### config.mk
export PLATFORM = sky130hd
export DESIGN_NAME = single_precision_float_adder_top
export DESIGN_NICKNAME = d
export VERILOG_FILES = /design/src/hw/rtl/spfa_pkg.sv /design/src/hw/rtl/single_precision_float_adder_top.sv /design/src/hw/rtl/spfa_align.sv /design/src/hw/rtl/spfa_arith.sv /design/src/hw/rtl/spfa_norm.sv
export SDC_FILE = /design/constraint.sdc
export NUM_CORES = 1
export LEC_CHECK = 0
export ABC_AREA = 1
export ABC_CLOCK_PERIOD_IN_PS = 7400
export BUFFER_PORTS_ARGS = -buffer_cell sky130_fd_sc_hd__buf_2
export CORE_MARGIN = 2
export CORE_UTILIZATION = 60
export CTS_BUF_LIST = sky130_fd_sc_hd__clkbuf_16
export DETAILED_ROUTE_END_ITERATION = 8
export HOLD_SLACK_MARGIN = 0.05
export PLACE_DENSITY = 0.79
export REMOVE_ABC_BUFFERS = 1
export SYNTH_ARGS = -nofsm -noshare
export SYNTH_HDL_FRONTEND = slang
export SYNTH_SLANG_ARGS = --single-unit
### constraint.sdc
create_clock -name clk -period 7.4 [get_ports clk]
set_input_delay 1.11 -clock clk [delete_from_list [all_inputs] [get_ports clk]]
set_output_delay 1.11 -clock clk [all_outputs]
set_load 0.1 [all_outputs]
### src/hw/rtl/spfa_pkg.sv
package spfa_pkg;

  localparam int unsigned WordW = 32;
  localparam int unsigned ExpW  = 8;
  localparam int unsigned FracW = 23;
  localparam int unsigned ManW  = 25;
  localparam int unsigned ShW   = 5;

  typedef struct packed {
    logic             bypass;
    logic [WordW-1:0] bypass_val;
    logic             sub;
    logic             sign;
    logic [ExpW-1:0]  expo;
    logic [ManW-1:0]  ma;
    logic [ManW-1:0]  mb;
  } align_t;

  typedef struct packed {
    logic             bypass;
    logic [WordW-1:0] bypass_val;
    logic             sub;
    logic             zero;
    logic             sign;
    logic [ExpW-1:0]  expo;
    logic [ManW-1:0]  man;
  } arith_t;

  function automatic logic [ShW-1:0] lead_zeros(input logic [23:0] m);
    logic [ShW-1:0] n;
    logic           found;
    n = '0;
    found = 1'b0;
    for (int i = 23; i >= 0; i--) begin
      if (!found && m[i]) begin
        found = 1'b1;
        n = ShW'(23 - i);
      end
    end
    return n;
  endfunction

endpackage

### src/hw/rtl/single_precision_float_adder_top.sv
// channel | ports                          | direction
// in      | in_valid in_stall in_operand_* | request in
// out     | out_valid out_stall out_sum_bits| request out
// three register stages: align, add/subtract, normalise
// one request per cycle sustained while out_stall stays low
// rst_n clears the valid bits only
// a stall freezes a stage only when its successor is full and stalled
module single_precision_float_adder_top (
  input  logic                         clk,
  input  logic                         rst_n,
  input  logic                         in_valid,
  output logic                         in_stall,
  input  logic [spfa_pkg::WordW-1:0]   in_operand_a,
  input  logic [spfa_pkg::WordW-1:0]   in_operand_b,
  output logic                         out_valid,
  input  logic                         out_stall,
  output logic [spfa_pkg::WordW-1:0]   out_sum_bits
);
  spfa_pkg::align_t           al_nxt, al_r;
  spfa_pkg::arith_t           ar_nxt, ar_r;
  logic [spfa_pkg::WordW-1:0] res_nxt, res_r;
  logic v1_r, v2_r, v3_r, en1, en2, en3;

  spfa_align u_align (.a(in_operand_a), .b(in_operand_b), .al(al_nxt));
  spfa_arith u_arith (.al(al_r), .ar(ar_nxt));
  spfa_norm  u_norm  (.ar(ar_r), .res(res_nxt));

  assign en3 = !v3_r || !out_stall;
  assign en2 = !v2_r || en3;
  assign en1 = !v1_r || en2;
  assign in_stall = !en1;
  assign out_valid = v3_r;
  assign out_sum_bits = res_r;

  always_ff @(posedge clk) begin
    if (!rst_n) begin
      v1_r <= 1'b0;
      v2_r <= 1'b0;
      v3_r <= 1'b0;
    end else begin
      if (en1) v1_r <= in_valid;
      if (en2) v2_r <= v1_r;
      if (en3) v3_r <= v2_r;
    end
  end

  always_ff @(posedge clk) begin
    if (en1) al_r <= al_nxt;
    if (en2) ar_r <= ar_nxt;
    if (en3) res_r <= res_nxt;
  end

  a_hold: assert property (@(posedge clk) disable iff (!rst_n)
    out_valid && out_stall |=> out_valid && $stable(out_sum_bits))
    else $error("result changed under stall");
  a_move: assert property (@(posedge clk) disable iff (!rst_n)
    v2_r && !v3_r |=> v3_r)
    else $error("stage two lost a request");
  a_take: assert property (@(posedge clk) disable iff (!rst_n)
    in_stall |-> v1_r && v2_r && v3_r)
    else $error("stall with an empty stage");
endmodule

### src/hw/rtl/spfa_align.sv
module spfa_align (
  input  logic [spfa_pkg::WordW-1:0] a,
  input  logic [spfa_pkg::WordW-1:0] b,
  output spfa_pkg::align_t           al
);
  logic [spfa_pkg::ExpW-1:0] ea, eb, d;
  logic [spfa_pkg::ManW-1:0] ma, mb, sm;
  logic                      a_zero, b_zero, a_lt;

  always_comb begin
    ea = a[30:23];
    eb = b[30:23];
    a_zero = (ea == '0) && (a[spfa_pkg::FracW-1:0] == '0);
    b_zero = (eb == '0) && (b[spfa_pkg::FracW-1:0] == '0);
    a_lt = ea < eb;
    ma = {2'b01, a[spfa_pkg::FracW-1:0]};
    mb = {2'b01, b[spfa_pkg::FracW-1:0]};
    d = a_lt ? (eb - ea) : (ea - eb);
    sm = (d >= 8'd32) ? '0 : ((a_lt ? ma : mb) >> d[4:0]);
    al.bypass = a_zero || b_zero;
    al.bypass_val = a_zero ? b : a;
    al.sub = a[31] != b[31];
    al.sign = a[31];
    al.expo = a_lt ? eb : ea;
    al.ma = a_lt ? sm : ma;
    al.mb = a_lt ? mb : sm;
  end
endmodule

### src/hw/rtl/spfa_arith.sv
module spfa_arith (
  input  spfa_pkg::align_t al,
  output spfa_pkg::arith_t ar
);
  always_comb begin
    ar.bypass = al.bypass;
    ar.bypass_val = al.bypass_val;
    ar.sub = al.sub;
    ar.zero = al.sub && (al.ma == al.mb);
    ar.sign = al.sign;
    ar.expo = al.expo;
    if (!al.sub) begin
      ar.man = al.ma + al.mb;
    end else if (al.mb > al.ma) begin
      ar.man = al.mb - al.ma;
      ar.sign = ~al.sign;
    end else begin
      ar.man = al.ma - al.mb;
    end
  end
endmodule

### src/hw/rtl/spfa_norm.sv
module spfa_norm (
  input  spfa_pkg::arith_t           ar,
  output logic [spfa_pkg::WordW-1:0] res
);
  logic [spfa_pkg::ShW-1:0]  lz;
  logic [spfa_pkg::ExpW:0]   e9;
  logic [23:0]               m;

  always_comb begin
    lz = spfa_pkg::lead_zeros(ar.man[23:0]);
    e9 = '0;
    m = '0;
    if (ar.bypass) begin
      res = ar.bypass_val;
    end else if (!ar.sub) begin
      if (ar.man[24]) begin
        e9 = {1'b0, ar.expo} + 9'd1;
        m = ar.man[24:1];
      end else begin
        e9 = {1'b0, ar.expo};
        m = ar.man[23:0];
      end
      res = {ar.sign, e9[7:0], m[22:0]};
    end else if (ar.zero || ({1'b0, ar.expo} < {4'd0, lz})) begin
      res = '0;
    end else begin
      m = ar.man[23:0] << lz;
      e9 = {1'b0, ar.expo} - {4'd0, lz};
      res = {ar.sign, e9[7:0], m[22:0]};
    end
  end
endmodule

Yosys cells after proc, flatten, opt, wreduce, memory -nomap -nowiden

Cells that the tools add are included.

Mux-type cells: 62
Add/sub/neg operators: 7
Shift operators: 2
Bitwise gates (word level): 1
$lt $le $gt $ge: 4
Reduce and logical (&&, ||, !) cells: 63
Eq/ne operators: 2

Operators by type and width:

| kind                                                               | number |
|---|---|
| two-way mux 32 bit                                                 | 4 |
| two-way mux 23 bit                                                 | 4 |
| two-way mux 25 bit                                                 | 3 |
| subtractor 25 bit                                                  | 2 |
| zero test 23 bit                                                   | 2 |
| two-way mux 5 bit                                                  | 8 |
| two-way mux 4 bit                                                  | 8 |
| zero test 1 bit                                                    | 28 |
| logical AND 1 bit                                                  | 26 |
| two-way mux 1 bit                                                  | 26 |
| adder 25 bit                                                       | 1 |
| == test 25 bit                                                     | 1 |
| greater-than comparator 25 bit                                     | 1 |
| right shift 25 x 5 -> 25 bit                                       | 1 |
| two-way mux 8 bit                                                  | 3 |
| left shift 24 x 5 -> 23 bit                                        | 1 |
| zero test 8 bit                                                    | 2 |
| subtractor 8 bit                                                   | 2 |
| two-way mux 3 bit                                                  | 4 |
| adder 8 x 1 -> 8 bit (second input constant)                       | 1 |
| greater-or-equal comparator 8 x 6 -> 1 bit (second input constant) | 1 |
| less-than comparator 8 x 5 -> 1 bit                                | 1 |
| less-than comparator 8 bit                                         | 1 |
| subtractor 8 x 5 -> 8 bit                                          | 1 |
| other kinds (4)                                                    | 9 |

Word-level logic and storage cells: 161
Input port bits: 68
Output and inout bits: 34
Register bits after elaboration: 197

Depth between registers and ports, before layout

Gate-level depths: netlist of run 1.

Depth in word-level cells: 75
Depth in mapped cells: 32
Mapped depth without buffers: 31

Hierarchy

From an unflattened synthesis of run 1, not the netlist that was laid out.

Cell total of the unflattened synthesis: 2709
Area, all modules: 18385.1 um^2

Modules (own cells, without submodules):

| module                           | times used | cells each | area an instance (um^2) | sequential area each (um^2) |
|---|---|---|---|---|
| spfa_arith                       | 1          | 1226       | 6108.4                  | 0.0 |
| single_precision_float_adder_top | 1          | 208        | 5944.5                  | 5885.6 |
| spfa_align                       | 1          | 725        | 3659.8                  | 0.0 |
| spfa_norm                        | 1          | 550        | 2672.6                  | 0.0 |

Least setup slack after synthesis of run 1

OpenSTA, ideal clock, no wires.

Path type: register to register
From: register v3_r (netlist: out_valid)
To: register al_r[0] (netlist name), enable pin
Buffers on the path: 0
Setup time: 0.656 ns
Stages on the path, launching flop included: 6
Path slack: 0.357 ns
Data required time: 6.744 ns
Period minus slack after synthesis: 7.043 ns
Arrival time: 6.387 ns
Cells stage by stage: dfxtp_1 nand2_1 nor2_1 inv_1 nor2_1 inv_1

Cells in the longest elaborated chain, start to end: 4

RTL lines:

| what                     | line                                   | RTL |
|---|---|---|
| start: declaration       | single_precision_float_adder_top.sv:22 | `logic v1_r, v2_r, v3_r, en1, en2, en3;` |
| start signal: assignment | single_precision_float_adder_top.sv:43 | `if (en3) v3_r <= v2_r;` |
| zero test 1 bit          | single_precision_float_adder_top.sv:28 | `assign en3 = !v3_r \|\| !out_stall;` |
| logical OR 1 bit         | single_precision_float_adder_top.sv:28 |  |
| net en3                  | single_precision_float_adder_top.sv:22 |  |
| logical OR 1 bit         | single_precision_float_adder_top.sv:29 | `assign en2 = !v2_r \|\| en3;` |
| net en2                  | single_precision_float_adder_top.sv:22 |  |
| logical OR 1 bit         | single_precision_float_adder_top.sv:30 | `assign en1 = !v1_r \|\| en2;` |
| end signal: assignment   | single_precision_float_adder_top.sv:48 | `if (en1) al_r <= al_nxt;` |
| end: declaration         | single_precision_float_adder_top.sv:19 | `spfa_pkg::align_t al_nxt, al_r;` |

The timed path passes the listed nets, and every way through them passes these cells.
A chain may end at the register's enable or synchronous reset.

Worst setup path in the final report of run 1

From: register ar_r[20] (netlist name)
To: register res_r (netlist bit out_sum_bits[12]), data pin

Cells in the longest elaborated chain, start to end: 67
Elaborated cells on any way between the ends: 88
Classes of those cells: order compare: 1; shift: 1; mux: 44; reduce/logical: 42

RTL lines:

| what                                | line                                   | RTL |
|---|---|---|
| start: declaration                  | single_precision_float_adder_top.sv:20 | `spfa_pkg::arith_t ar_nxt, ar_r;` |
| start signal: assignment            | single_precision_float_adder_top.sv:49 | `if (en2) ar_r <= ar_nxt;` |
| logical AND 1 bit                   | spfa_pkg.sv:35                         | `if (!found && m[i]) begin` |
| two-way mux 1 bit                   | spfa_pkg.sv:35                         |  |
| zero test 1 bit                     | spfa_pkg.sv:35                         |  |
| logical AND 1 bit                   | spfa_pkg.sv:35                         |  |
| two-way mux 1 bit                   | spfa_pkg.sv:35                         |  |
| zero test 1 bit                     | spfa_pkg.sv:35                         |  |
| logical AND 1 bit                   | spfa_pkg.sv:35                         |  |
| two-way mux 1 bit                   | spfa_pkg.sv:35                         |  |
| [... 52 more ...]                   | n/a                                    |  |
| logical AND 1 bit                   | spfa_pkg.sv:35                         |  |
| two-way mux 5 bit                   | spfa_pkg.sv:35                         |  |
| less-than comparator 8 x 5 -> 1 bit | spfa_norm.sv:24                        | `end else if (ar.zero \|\| ({1'b0, ar.expo} < {4'd0, lz})) begin` |
| logical OR 1 bit                    | spfa_norm.sv:24                        |  |
| two-way mux 32 bit *                | spfa_norm.sv:24                        |  |
| two-way mux 32 bit *                | spfa_norm.sv:15                        | `end else if (!ar.sub) begin` |
| two-way mux 32 bit *                | spfa_norm.sv:13                        | `if (ar.bypass) begin` |
| net res_nxt (one bit)               | single_precision_float_adder_top.sv:21 | `logic [spfa_pkg::WordW-1:0] res_nxt, res_r;` |
| end signal: assignment              | single_precision_float_adder_top.sv:50 | `if (en3) res_r <= res_nxt;` |
| end: declaration                    | single_precision_float_adder_top.sv:21 |  |

The timed path passes the listed nets; every way through them passes the cells marked *.

==> impl_metrics.yaml, run 1 <==
placed_design:
  detailedPlacementHpwl_mm: 38.10
  port_buffers: 101
  routability_congestion_estimate_from_global_placement: 0.9953
  dpl-instance-area_um2: 16130
yosys:
  yosysWarnings: 0
  part_of_the_yosys_area_used_for_sequential_elements_pct: 37.52
  synth.area.top_cells: "edfxtp_1 (37%), nand2_1 (14%), ha_1 (7.5%)"
  synth_cell_type_count: 53
  postSynthRegisterBits: 195
  instance_count_of_the_mapped_netlist: 2101
  synth.cells.most_frequent: "nand2_1 (567), inv_1 (245), o21ai_0 (217)"
  synth_top_family_by_area: "simple AND/OR/NAND/NOR gates"
  synth_simple_gate_area_share_pct: 24.79
  synthDominantCellAreaShare_pct: 37.13
  ys_async_sr_fraction_pct: 0
  synth_ff_type: "edfxtp_1"
  synth-compound-area-share_pct: 16.37
  synth_top_area_cell: "edfxtp_1"
  avgSynthCellArea_um2: 7.391
  synth-xor-area-share_pct: 3.835
  area_of_the_mapped_netlist_um2: 15530
  synth_most_common_cell: "nand2_1"
  synth_enable_flop_cells: 192
  post_synth_mux_area_share_pct: 0.2578
  synth_adder_area_share_pct: 8.267
hold_path:
  min_from: "al_r[81]$_DFFE_PN_"
  min-delay-path-class: "reg2reg"
timing:
  worst_pin_slew_ns: 1.093
  grt_setup_unrepaired: "false"
  finalHoldViolCount: 0
  finalCritPeriodShare_pct: 83.89
  setup_tns_ns: 0
  timing.final.max_slew_violations: 0
  fmaxAchievable_mhz: 161.1
  fin_skew_ns: 0.01645
  minimum_clock_period_after_layout_ns: 6.208
  setup-violations-final: 0
  worst_slew_margin_pct: 26.89
power:
  seq_power_share_pct: 27.3
  fin_total_pwr_uw: 6212
  internal_power_uw: 2919
  net-switching-power_uw: 3293
  sw_frac_of_total_pct: 53.01
  powerDensity_nw_per_um2: 370.0
  power_leakage_uw: 0.007917
  p_comb_share_pct: 56.3
  power_frac_clock_pct: 16.4
  vdd_drop_max_v: 0.0005097
clocking:
  clock_tree.root_cell: "clkbuf_16"
  cts_max_level: 4
  clkSlewWorstSetupHoldPaths_ns: 0.10
  tritoncts.num_buffers: 17
  worst_skew_pair.late_latency_ns: 0.46
  ctsLongestPathBuffers: 2
  clock_tree_sinks: 195
  postCtsHoldBufs: 0
  tritoncts: "done"
  post-cts-setup-buffers: 0
  ctsResizeCount: 0
die:
  cell_rows: 58
  io_pins: 102
  dieArea_um2: 27180
  fp.coreArea_um2: 25330
  floorplan.die.width_um: 164.9
  start_util_pct: 61.31
  die-height_um: 164.9
routing:
  vias: 15000
  drt-initial-drc-count: 1818
  drt_pre_antenna_iters: 8
  drt.antenna.violating_nets: 0
  routed_wire_length_per_instance_um: 19.75
  route.final.wire_length_mm: 48.99
  detail_route.drc_violations: 0
  via_per_inst: 6.047
grt:
  grt_max_degree: 95
  grt_first_pass_wirelength_mm: 74.58
  number_of_global_route_vias_before_repair: 13640
  grt_antenna_before_repair: 0
  grt-ovfl-total: 0
  grt_util_all_layers_pct: 35.89
layout:
  ff_latch_area_um2: 5826
  antenna_cells: 0
  layout-drive-gt1-share_pct: 8.558
  layout.nets: 2304
  multi_input_area_um2: 8329
  final_core_utilization_pct: 66.30
  num-fill-cells: 2195
  cell_area_after_layout_um2: 16790
  area_delta_synth_final_pct: 8.138
worst_setup_path:
  startpoint: "ar_r[20]$_DFFE_PP_"
  most_frequent_cell_on_the_critical_path: "nor2_2"
  setup.worst_path.start_class: "register"
  timing.critical_path.slowest_cell_delay_ns: 0.84
  endpoint_kind: "register"
  critPathMaxFanout: 25
  worst_path_max_delay_cell: "nor2_1"
  cp_data_required_time_ns: 7.73
  timing_worst_setup_path_type: "reg2reg"
  arrival_ns: 6.54
  cp.buffers_inverters: 4
  crit_family: "simple AND/OR/NAND/NOR gates"
  rr_startpoint: "ar_r[20]$_DFFE_PP_"
job:
  drv.max_cap_violation_count: 0
run_status:
  status: "finished clean"
==> through the flow <==
stage	std cells	hold WS, ns	worst slack (ns)
finish	2480	0.4241	1.192
global route	2480	0.4293	0.4690
CTS	2480	0.4257	1.339
detailed placement	2448	0.4045	1.394
global placement	2448	0.4008	1.656
floorplan	2003	0.4003	0.1694
==> power groups by stage <==
stage	logic (uW)	registers, uW	clock network, uW
finish	3500	1690	1020
detailed placement	3390	1710	0
global route	3790	1720	1070
CTS	3410	1690	1030
floorplan	1960	2260	0
global placement	3370	1700	0
==> cell families (layout without fill, tap and decap cells) <==
| group | after synthesis | count (layout) |
|---|---|---|
| and+or+nand+nor | 925 | 925 |
| AOI/OAI and AO/OA | 460 | 460 |
| buffers and inverters | 350 | 399 |
| DFF | 195 | 195 |
| adders and majority gates | 99 | 99 |
| xor gates and xnor gates | 68 | 68 |
| muxes | 4 | 4 |
==> worst reg2reg max path, delay by kind of cell, from the launching register on <==
kind | cells | cell delay [ns]
AND/OR/NAND/NOR | 22 | 3.73
buffers and inverters | 4 | 0.88
AO/OA/AOI/OAI | 4 | 0.54
flip-flops | 1 | 0.48
adder cells (fa/ha/maj) | 1 | 0.46
==> cell usage in the layout (no fill, tap or decap), drive strengths merged, types with 6 or more instances in the layout <==
| cell type | synthesis | layout |
|---|---|---|
| a21oi | 149 | 149 |
| a31oi | 22 | 22 |
| buf | 29 | 115 |
| clkbuf | 69 | 17 |
| clkinv | 3 | 9 |
| edfxtp | 192 | 192 |
| fa | 6 | 6 |
| ha | 93 | 93 |
| inv | 249 | 258 |
| nand2 | 572 | 572 |
| nand3 | 143 | 143 |
| nand4 | 24 | 24 |
| nor2 | 156 | 156 |
| nor3 | 12 | 12 |
| nor4 | 11 | 11 |
| o211ai | 21 | 21 |
| o21ai | 224 | 224 |
| o21bai | 6 | 6 |
| o221ai | 9 | 9 |
| o31ai | 6 | 6 |
| xor2 | 63 | 63 |
==> final timing paths <==
path | cells past startpoint | endpoint | slack [ns]
setup / recovery | 31 | out_sum_bits[12]$_DFFE_PP_ | 1.19
setup reg to reg | 31 | out_sum_bits[12]$_DFFE_PP_ | 1.19
hold / removal | 0 | ar_r[57]$_DFFE_PP_ | 0.42
hold reg to reg | 0 | ar_r[57]$_DFFE_PP_ | 0.42
==> state kept, by name, indices dropped and copies added (netlist names) <==
name / count
al_r: 91
ar_r: 69
out_sum_bits: 32
out_valid: 1
v1_r: 1
v2_r: 1
==> area by class of cell <==
| class | instances | share of cell area, % |
|---|---|---|
| inverter | 252 | 5.640 |
| multi-input combinational | 1556 | 49.60 |
| clock buffer | 17 | 2.533 |
| tap | 330 | 2.459 |
| clock inverter | 15 | 1.438 |
| timing repair buffer | 115 | 3.636 |
| sequential | 195 | 34.69 |
==> metal layers <==
metal | vias to the layer above | share of wire [%] | track usage (%)
met5 | - | 0 | 0
met4 | 0 | 2.5 | 10.40
met3 | 94 | 9.2 | 4.721
met2 | 875 | 46 | 58.22
met1 | 6929 | 42 | 50.52
li1 | 7098 | - | -
No activity file was read; power rests on OpenSTA's default activity.
==> inputs of run 2 (changes only) <==
--- a/config.mk
+++ b/config.mk
@@ -5,8 +5,8 @@
 export SDC_FILE = /design/constraint.sdc
 export NUM_CORES = 1
 export LEC_CHECK = 0
-export ABC_AREA = 1
-export ABC_CLOCK_PERIOD_IN_PS = 7400
+export ABC_AREA = 0
+export ABC_CLOCK_PERIOD_IN_PS = 6200
 export BUFFER_PORTS_ARGS = -buffer_cell sky130_fd_sc_hd__buf_2
 export CORE_MARGIN = 2
 export CORE_UTILIZATION = 60
==> constraint.sdc (replaced) <==
create_clock -name clk -period 6.2 [get_ports clk]
set_input_delay 0.93 -clock clk [delete_from_list [all_inputs] [get_ports clk]]
set_output_delay 0.93 -clock clk [all_outputs]
set_load 0.1 [all_outputs]
==> run 2 against run 1 <==
Compared with the run above:
- register-to-register slack lost 0.66 ns
- largest power group unchanged
- clock skew grew 0.0077 ns
- flip-flop and latch count is the same
- wire length shrank 9.4%
- clock power grew 17%
- worst setup slack lost 0.66 ns
- maximum frequency grew 9.5%
- largest cell class unchanged
- clock-buffer cell count is the same
- critical path type unchanged
- via count shrank 15%
- area after synthesis shrank 3.5%
- die area shrank 3.4%
- non-clock buffer count grew 7
==> impl_metrics.yaml, run 2 <==
yosys:
  synth_enable_flop_cells: 192
  avgSynthCellArea_um2: 9.731
  part_of_the_yosys_area_used_for_sequential_elements_pct: 38.87
  synth_top_area_cell: "edfxtp_1"
  instance_count_of_the_mapped_netlist: 1540
  synth_most_common_cell: "edfxtp_1"
  synth.cells.most_frequent: "edfxtp_1 (192), nand2_1 (156), inv_1 (116)"
  postSynthRegisterBits: 195
  ys_async_sr_fraction_pct: 0
  synth_cell_type_count: 88
  synth_ff_type: "edfxtp_1"
  area_of_the_mapped_netlist_um2: 14990
  synth.area.top_cells: "edfxtp_1 (38%), ha_1 (7.8%), mux2i_1 (6.5%)"
  yosysWarnings: 0
  synthDominantCellAreaShare_pct: 38.47
clocking:
  tritoncts.num_buffers: 17
  cts_max_level: 4
  postCtsHoldBufs: 0
  ctsLongestPathBuffers: 2
  worst_skew_pair.late_latency_ns: 0.46
  clock_tree.root_cell: "clkbuf_16"
  ctsResizeCount: 0
  clock_tree_sinks: 195
  tritoncts: "done"
  clkSlewWorstSetupHoldPaths_ns: 0.10
  post-cts-setup-buffers: 0
timing:
  worst_pin_slew_ns: 1.106
  finalCritPeriodShare_pct: 91.42
  fin_skew_ns: 0.02416
  setup-violations-final: 0
  worst_slew_margin_pct: 26.25
  final.setup.worst_slack_ns: 0.5322
  finalHoldViolCount: 0
  fmaxAchievable_mhz: 176.4
  grt_setup_unrepaired: "false"
  minimum_clock_period_after_layout_ns: 5.668
  timing.final.max_slew_violations: 0
  setup_tns_ns: 0
grt:
  grt-ovfl-total: 0
  grt_util_all_layers_pct: 33.72
  grt_antenna_before_repair: 0
  number_of_global_route_vias_before_repair: 12020
  grt_first_pass_wirelength_mm: 67.85
  grt_max_degree: 86
power:
  power_leakage_uw: 0.006924
  powerDensity_nw_per_um2: 442.2
  vdd_drop_max_v: 0.0004653
worst_setup_path:
  timing_worst_setup_path_type: "reg2reg"
  worstRegToRegCells: 19
  critPathMaxFanout: 13
  timing.critical_path.slowest_cell_delay_ns: 0.66
  worst_path_max_delay_cell: "nor4_1"
  setup.worst_path.start_class: "register"
  startpoint: "ar_r[22]$_DFFE_PP_"
  arrival_ns: 5.87
  rr_startpoint: "ar_r[22]$_DFFE_PP_"
  endpoint_kind: "register"
  reg2reg_setup_slack_ns: 0.53
  critical_path.cell_chain: "nor4_1, nand2_1, nor4_1, a311oi_1, a32oi_1, o22ai_2, inv_2, ha_1, inv_1, fa_1, a21o_1, a21oi_1, o21ai_0, nor3_1, nand2b_1, nor2_1, nand2_1, o221ai_1, mux2_2"
  cp_data_required_time_ns: 6.40
  timing.rr.end: "out_sum_bits[11]$_DFFE_PP_"
routing:
  vias: 12770
  route.final.wire_length_mm: 44.39
  drt-initial-drc-count: 1489
  drt_pre_antenna_iters: 7
  drt.antenna.violating_nets: 0
  detail_route.drc_violations: 0
  via_per_inst: 6.616
  routed_wire_length_per_instance_um: 23.00
layout:
  layout-drive-gt1-share_pct: 14.51
  antenna_cells: 0
  area_delta_synth_final_pct: 9.193
  layout.nets: 1760
  mostFrequentLayoutCell: "edfxtp_1"
  finalNonFillerCells: 1930
  cell_area_after_layout_um2: 16360
  most-common-layout-cells: "edfxtp_1 (192), nand2_1 (155), inv_1 (115)"
  largest_register_ff_count: 91
  num-fill-cells: 1948
  max_flop_register: "al_r"
die:
  floorplan.die.width_um: 162.0
  fp.coreArea_um2: 24390
  dieArea_um2: 26260
  io_pins: 102
  start_util_pct: 61.44
  die-height_um: 162.0
  cell_rows: 57
hold_path:
  hold_path_depth: 0
  worst_hold_path_ep: "ar_r[29]$_DFFE_PP_"
  min-delay-path-class: "reg2reg"
  min_from: "al_r[54]$_DFFE_PN_"
placed_design:
  dpl-instance-area_um2: 15700
  port_buffers: 101
  placed_cells: 1898
  detailedPlacementHpwl_mm: 33.92
  dp_slack_ns: 0.6218
  routability_congestion_estimate_from_global_placement: 1.029
job:
  drv.max_cap_violation_count: 0
run_status:
  status: "finished clean"
[run 2: how the worst max path moves through the flow]
| stage | endpoint | depth (start not counted) |
|---|---|---|
| final | out_sum_bits[11]$_DFFE_PP_ | 19 |
| after CTS | out_sum_bits[11]$_DFFE_PP_ | 19 |
| after global placement | out_sum_bits[9]$_DFFE_PP_ | 19 |
| after floorplan | al_r[25]$_DFFE_PN_ | 11 |
| after detailed placement | out_sum_bits[11]$_DFFE_PP_ | 19 |
| after global routing | out_sum_bits[11]$_DFFE_PP_ | 19 |
[run 2: layout make-up]
type,count,area [um2],share of cell area (%)
clock buffers,17,425.4,2.600
clock inverters,15,237.7,1.453
inverters,120,450.4,2.753
multi-input cells,1137,8356,51.06
flip-flops and latches,195,5826,35.60
well taps,324,405.4,2.477
repair buffers,122,663.1,4.053
[run 2: power breakdown]
group          internal [uW]  switching [uW]
combinational           1270            2690
clock                    580             614
sequential              1820             270
[run 2: cells by family (layout without fill, tap and decap cells)]
| family | count (synthesis) | count (layout) | synth area share [%] |
|---|---|---|---|
| mux | 143 | 143 | 11.73 |
| compound gates | 442 | 442 | 19.98 |
| flops | 195 | 195 | 38.87 |
| buf+inv | 208 | 274 | 5.678 |
| xor+xnor | 40 | 40 | 2.338 |
| fa+ha+maj | 99 | 99 | 8.566 |
| simple gates | 413 | 413 | 12.83 |
[run 2: worst max-delay path, delay by kind of cell, from the launching register on]
kind            cells  cell delay [ns]
simple gates        7             2.38
compound gates      7             1.32
fa+ha+maj           2             0.64
flops               1             0.46
buf+inv             2             0.31
mux                 1             0.31
[run 2: metal layers]
| metal | global-route usage (%) | wire length, um | vias up |
|---|---|---|---|
| met5 | 0 | 0 | - |
| met4 | 14.84 | 2139 | 0 |
| met3 | 7.201 | 4468 | 140 |
| met2 | 53.77 | 20480 | 769 |
| met1 | 44.64 | 17300 | 6043 |
| li1 | - | - | 5817 |
[run 2: metrics by stage]
| stage | hold slack, ns | util [%] | power, uW |
|---|---|---|---|
| after detailed placement | 0.4045 | 64.37 | 5966 |
| after floorplan | 0.4003 | - | 4926 |
| after CTS | 0.4101 | 67.09 | 7156 |
| final | 0.4100 | 67.09 | 7237 |
| after global placement | 0.4013 | 64.37 | 5920 |
| after global routing | 0.4202 | 67.09 | 7555 |
==> inputs of run 3 (changes only) <==
--- a/config.mk
+++ b/config.mk
@@ -14,7 +14,6 @@
 export DETAILED_ROUTE_END_ITERATION = 8
 export HOLD_SLACK_MARGIN = 0.05
 export PLACE_DENSITY = 0.79
-export REMOVE_ABC_BUFFERS = 1
 export SYNTH_ARGS = -nofsm -noshare
 export SYNTH_HDL_FRONTEND = slang
 export SYNTH_SLANG_ARGS = --single-unit
==> run 3 against run 2 <==
Compared with the run above:
- flip-flop and latch count did not move
- sequential share of layout area fell by 0.092 points
- largest cell class unchanged
- worst hold slack improved by 0.0034 ns
- register-to-register slack improved by 0.09 ns
- combinational power barely moved
- maximum frequency rose by 1.5%
- utilization rose by 0.17 points
- non-clock buffer count rose by 5
- clock power barely moved
- highest routed layer unchanged
- critical path type unchanged
==> impl_metrics.yaml, run 3 (synthesized netlist as in run 2, its figures left out) <==
power:
  powerDensity_nw_per_um2: 439.7
  power_frac_clock_pct: 16.5
  power_leakage_uw: 0.006949
  vdd_drop_max_v: 0.0005979
  seq_power_share_pct: 28.8
  fin_total_pwr_uw: 7214
  sw_frac_of_total_pct: 49.08
  net-switching-power_uw: 3541
  p_comb_share_pct: 54.7
  internal_power_uw: 3673
timing:
  fin_skew_ns: 0.02798
  finalHoldViolCount: 0
  holdWs_ns: 0.4134
  minimum_clock_period_after_layout_ns: 5.582
  finalCritPeriodShare_pct: 90.04
  setup_tns_ns: 0
  fmaxAchievable_mhz: 179.1
  worst_pin_slew_ns: 1.050
  setup-violations-final: 0
  timing.final.max_slew_violations: 0
  grt_setup_unrepaired: "false"
  worst_slew_margin_pct: 29.47
routing:
  via_per_inst: 6.602
  route.final.wire_length_mm: 43.52
  vias: 12770
  detail_route.drc_violations: 0
  drt.antenna.violating_nets: 0
  routed_wire_length_per_instance_um: 22.49
  drt-initial-drc-count: 1529
  drt_pre_antenna_iters: 6
layout:
  mostFrequentLayoutCell: "edfxtp_1"
  largest_register_ff_count: 91
  layout-drive-gt1-share_pct: 14.77
  most-common-layout-cells: "edfxtp_1 (192), nand2_1 (155), inv_1 (115)"
  area_delta_synth_final_pct: 9.476
  num-fill-cells: 1907
  layout.nets: 1765
  cell_area_after_layout_um2: 16410
  antenna_cells: 0
  max_flop_register: "al_r"
hold_path:
  min-delay-path-class: "reg2reg"
clocking:
  clock_tree.root_cell: "clkbuf_16"
  post-cts-setup-buffers: 0
  clkSlewWorstSetupHoldPaths_ns: 0.10
  ctsLongestPathBuffers: 2
  ctsResizeCount: 0
  worst_skew_pair.late_latency_ns: 0.45
  clock_tree_sinks: 195
  tritoncts.num_buffers: 17
  postCtsHoldBufs: 0
  tritoncts: "done"
  cts_max_level: 4
placed_design:
  detailedPlacementHpwl_mm: 33.75
  dpl-instance-area_um2: 15740
  port_buffers: 101
  routability_congestion_estimate_from_global_placement: 1.022
grt:
  grt_max_degree: 60
  grt-ovfl-total: 0
  grt_first_pass_wirelength_mm: 66.46
  grt_antenna_before_repair: 0
  number_of_global_route_vias_before_repair: 11710
  grt_util_all_layers_pct: 33.09
die:
  cell_rows: 57
  start_util_pct: 61.44
  floorplan.die.width_um: 162.0
  fp.coreArea_um2: 24390
  dieArea_um2: 26260
  io_pins: 102
  die-height_um: 162.0
worst_setup_path:
  timing.critical_path.slowest_cell_delay_ns: 0.58
  arrival_ns: 5.78
  cp_data_required_time_ns: 6.40
  most_frequent_cell_on_the_critical_path: "nor3_1"
  endpoint_kind: "register"
  critPathMaxFanout: 13
  critical_path.cell_chain: "or4_1, or3_4, nor3_1, a311oi_1, a32oi_1, o22ai_2, inv_2, ha_1, inv_1, fa_1, a21o_1, a21oi_1, o21ai_0, nor3_1, nand2b_1, nor2_1, nand2_1, o221ai_1, mux2_2"
  worst_path_max_delay_cell: "or4_1"
  setup.worst_path.start_class: "register"
  timing_worst_setup_path_type: "reg2reg"
run_status:
  status: "finished clean"
job:
  drv.max_cap_violation_count: 0
yosys:
  postSynthNetCount: 1707
[run 3: changes by cell type in the layout (fill, tap and decap cells not counted), sizes merged]
cell / change
buf: +5
clkinv: +1
inv: -1
[run 3: routing by layer]
metal  routed length, um  GRT usage (%)
met5                   0              0
met4                1906          13.76
met3                4007          5.260
met2               20300          53.46
met1               17310          44.76
[run 3: cell type report]
cell class                      instances  area, um2  share of cell area [%]
Tap cell                              324      405.4                   2.471
Timing Repair Buffer                  127      700.7                   4.271
Clock buffer                           17      425.4                   2.593
Clock inverter                         15      242.7                   1.480
Inverter                              120      450.4                   2.746
Sequential cell                       195       5826                   35.51
Multi-Input combinational cell       1137       8356                   50.93
[run 3: stage by stage]
| step | setup slack (ns) | std cells | utilization (%) |
|---|---|---|---|
| 2_1_floorplan | 0.9718 | 1540 | - |
| 3_3_place_gp | 0.8396 | 1903 | 64.52 |
| 3_5_place_dp | 0.6983 | 1903 | 64.52 |
| 4_1_cts | 0.7004 | 1935 | 67.26 |
| 5_1_grt | 0.2324 | 1935 | 67.26 |
| 6_report | 0.6177 | 1935 | 67.26 |
[run 3: final timing paths]
check,start,endpoint,slack (ns),depth (start not counted)
worst min-delay path,al_r[56]$_DFFE_PN_,ar_r[31]$_DFFE_PP_,0.41,0
worst max-delay path,ar_r[15]$_DFFE_PP_,out_sum_bits[10]$_DFFE_PP_,0.62,19
worst max register to register,ar_r[15]$_DFFE_PP_,out_sum_bits[10]$_DFFE_PP_,0.62,19
worst min register to register,al_r[56]$_DFFE_PN_,ar_r[31]$_DFFE_PP_,0.41,0
[run 3: worst max-delay path, delay by kind of cell (launching register included)]
family / cells / cell delay [ns]
compound gates: 7 / 1.33
fa+ha+maj: 2 / 0.62
buf+inv: 2 / 0.32
flops: 1 / 0.49
mux: 1 / 0.31
simple gates: 7 / 2.27
[run 3: power groups by stage]
stage	registers [uW]	logic (uW)	clock network [uW]
after floorplan	2740	2280	0
after global placement	2090	3840	0
after detailed placement	2100	3860	0
after CTS	2070	3880	1200
after global routing	2110	4190	1240
final	2080	3950	1190
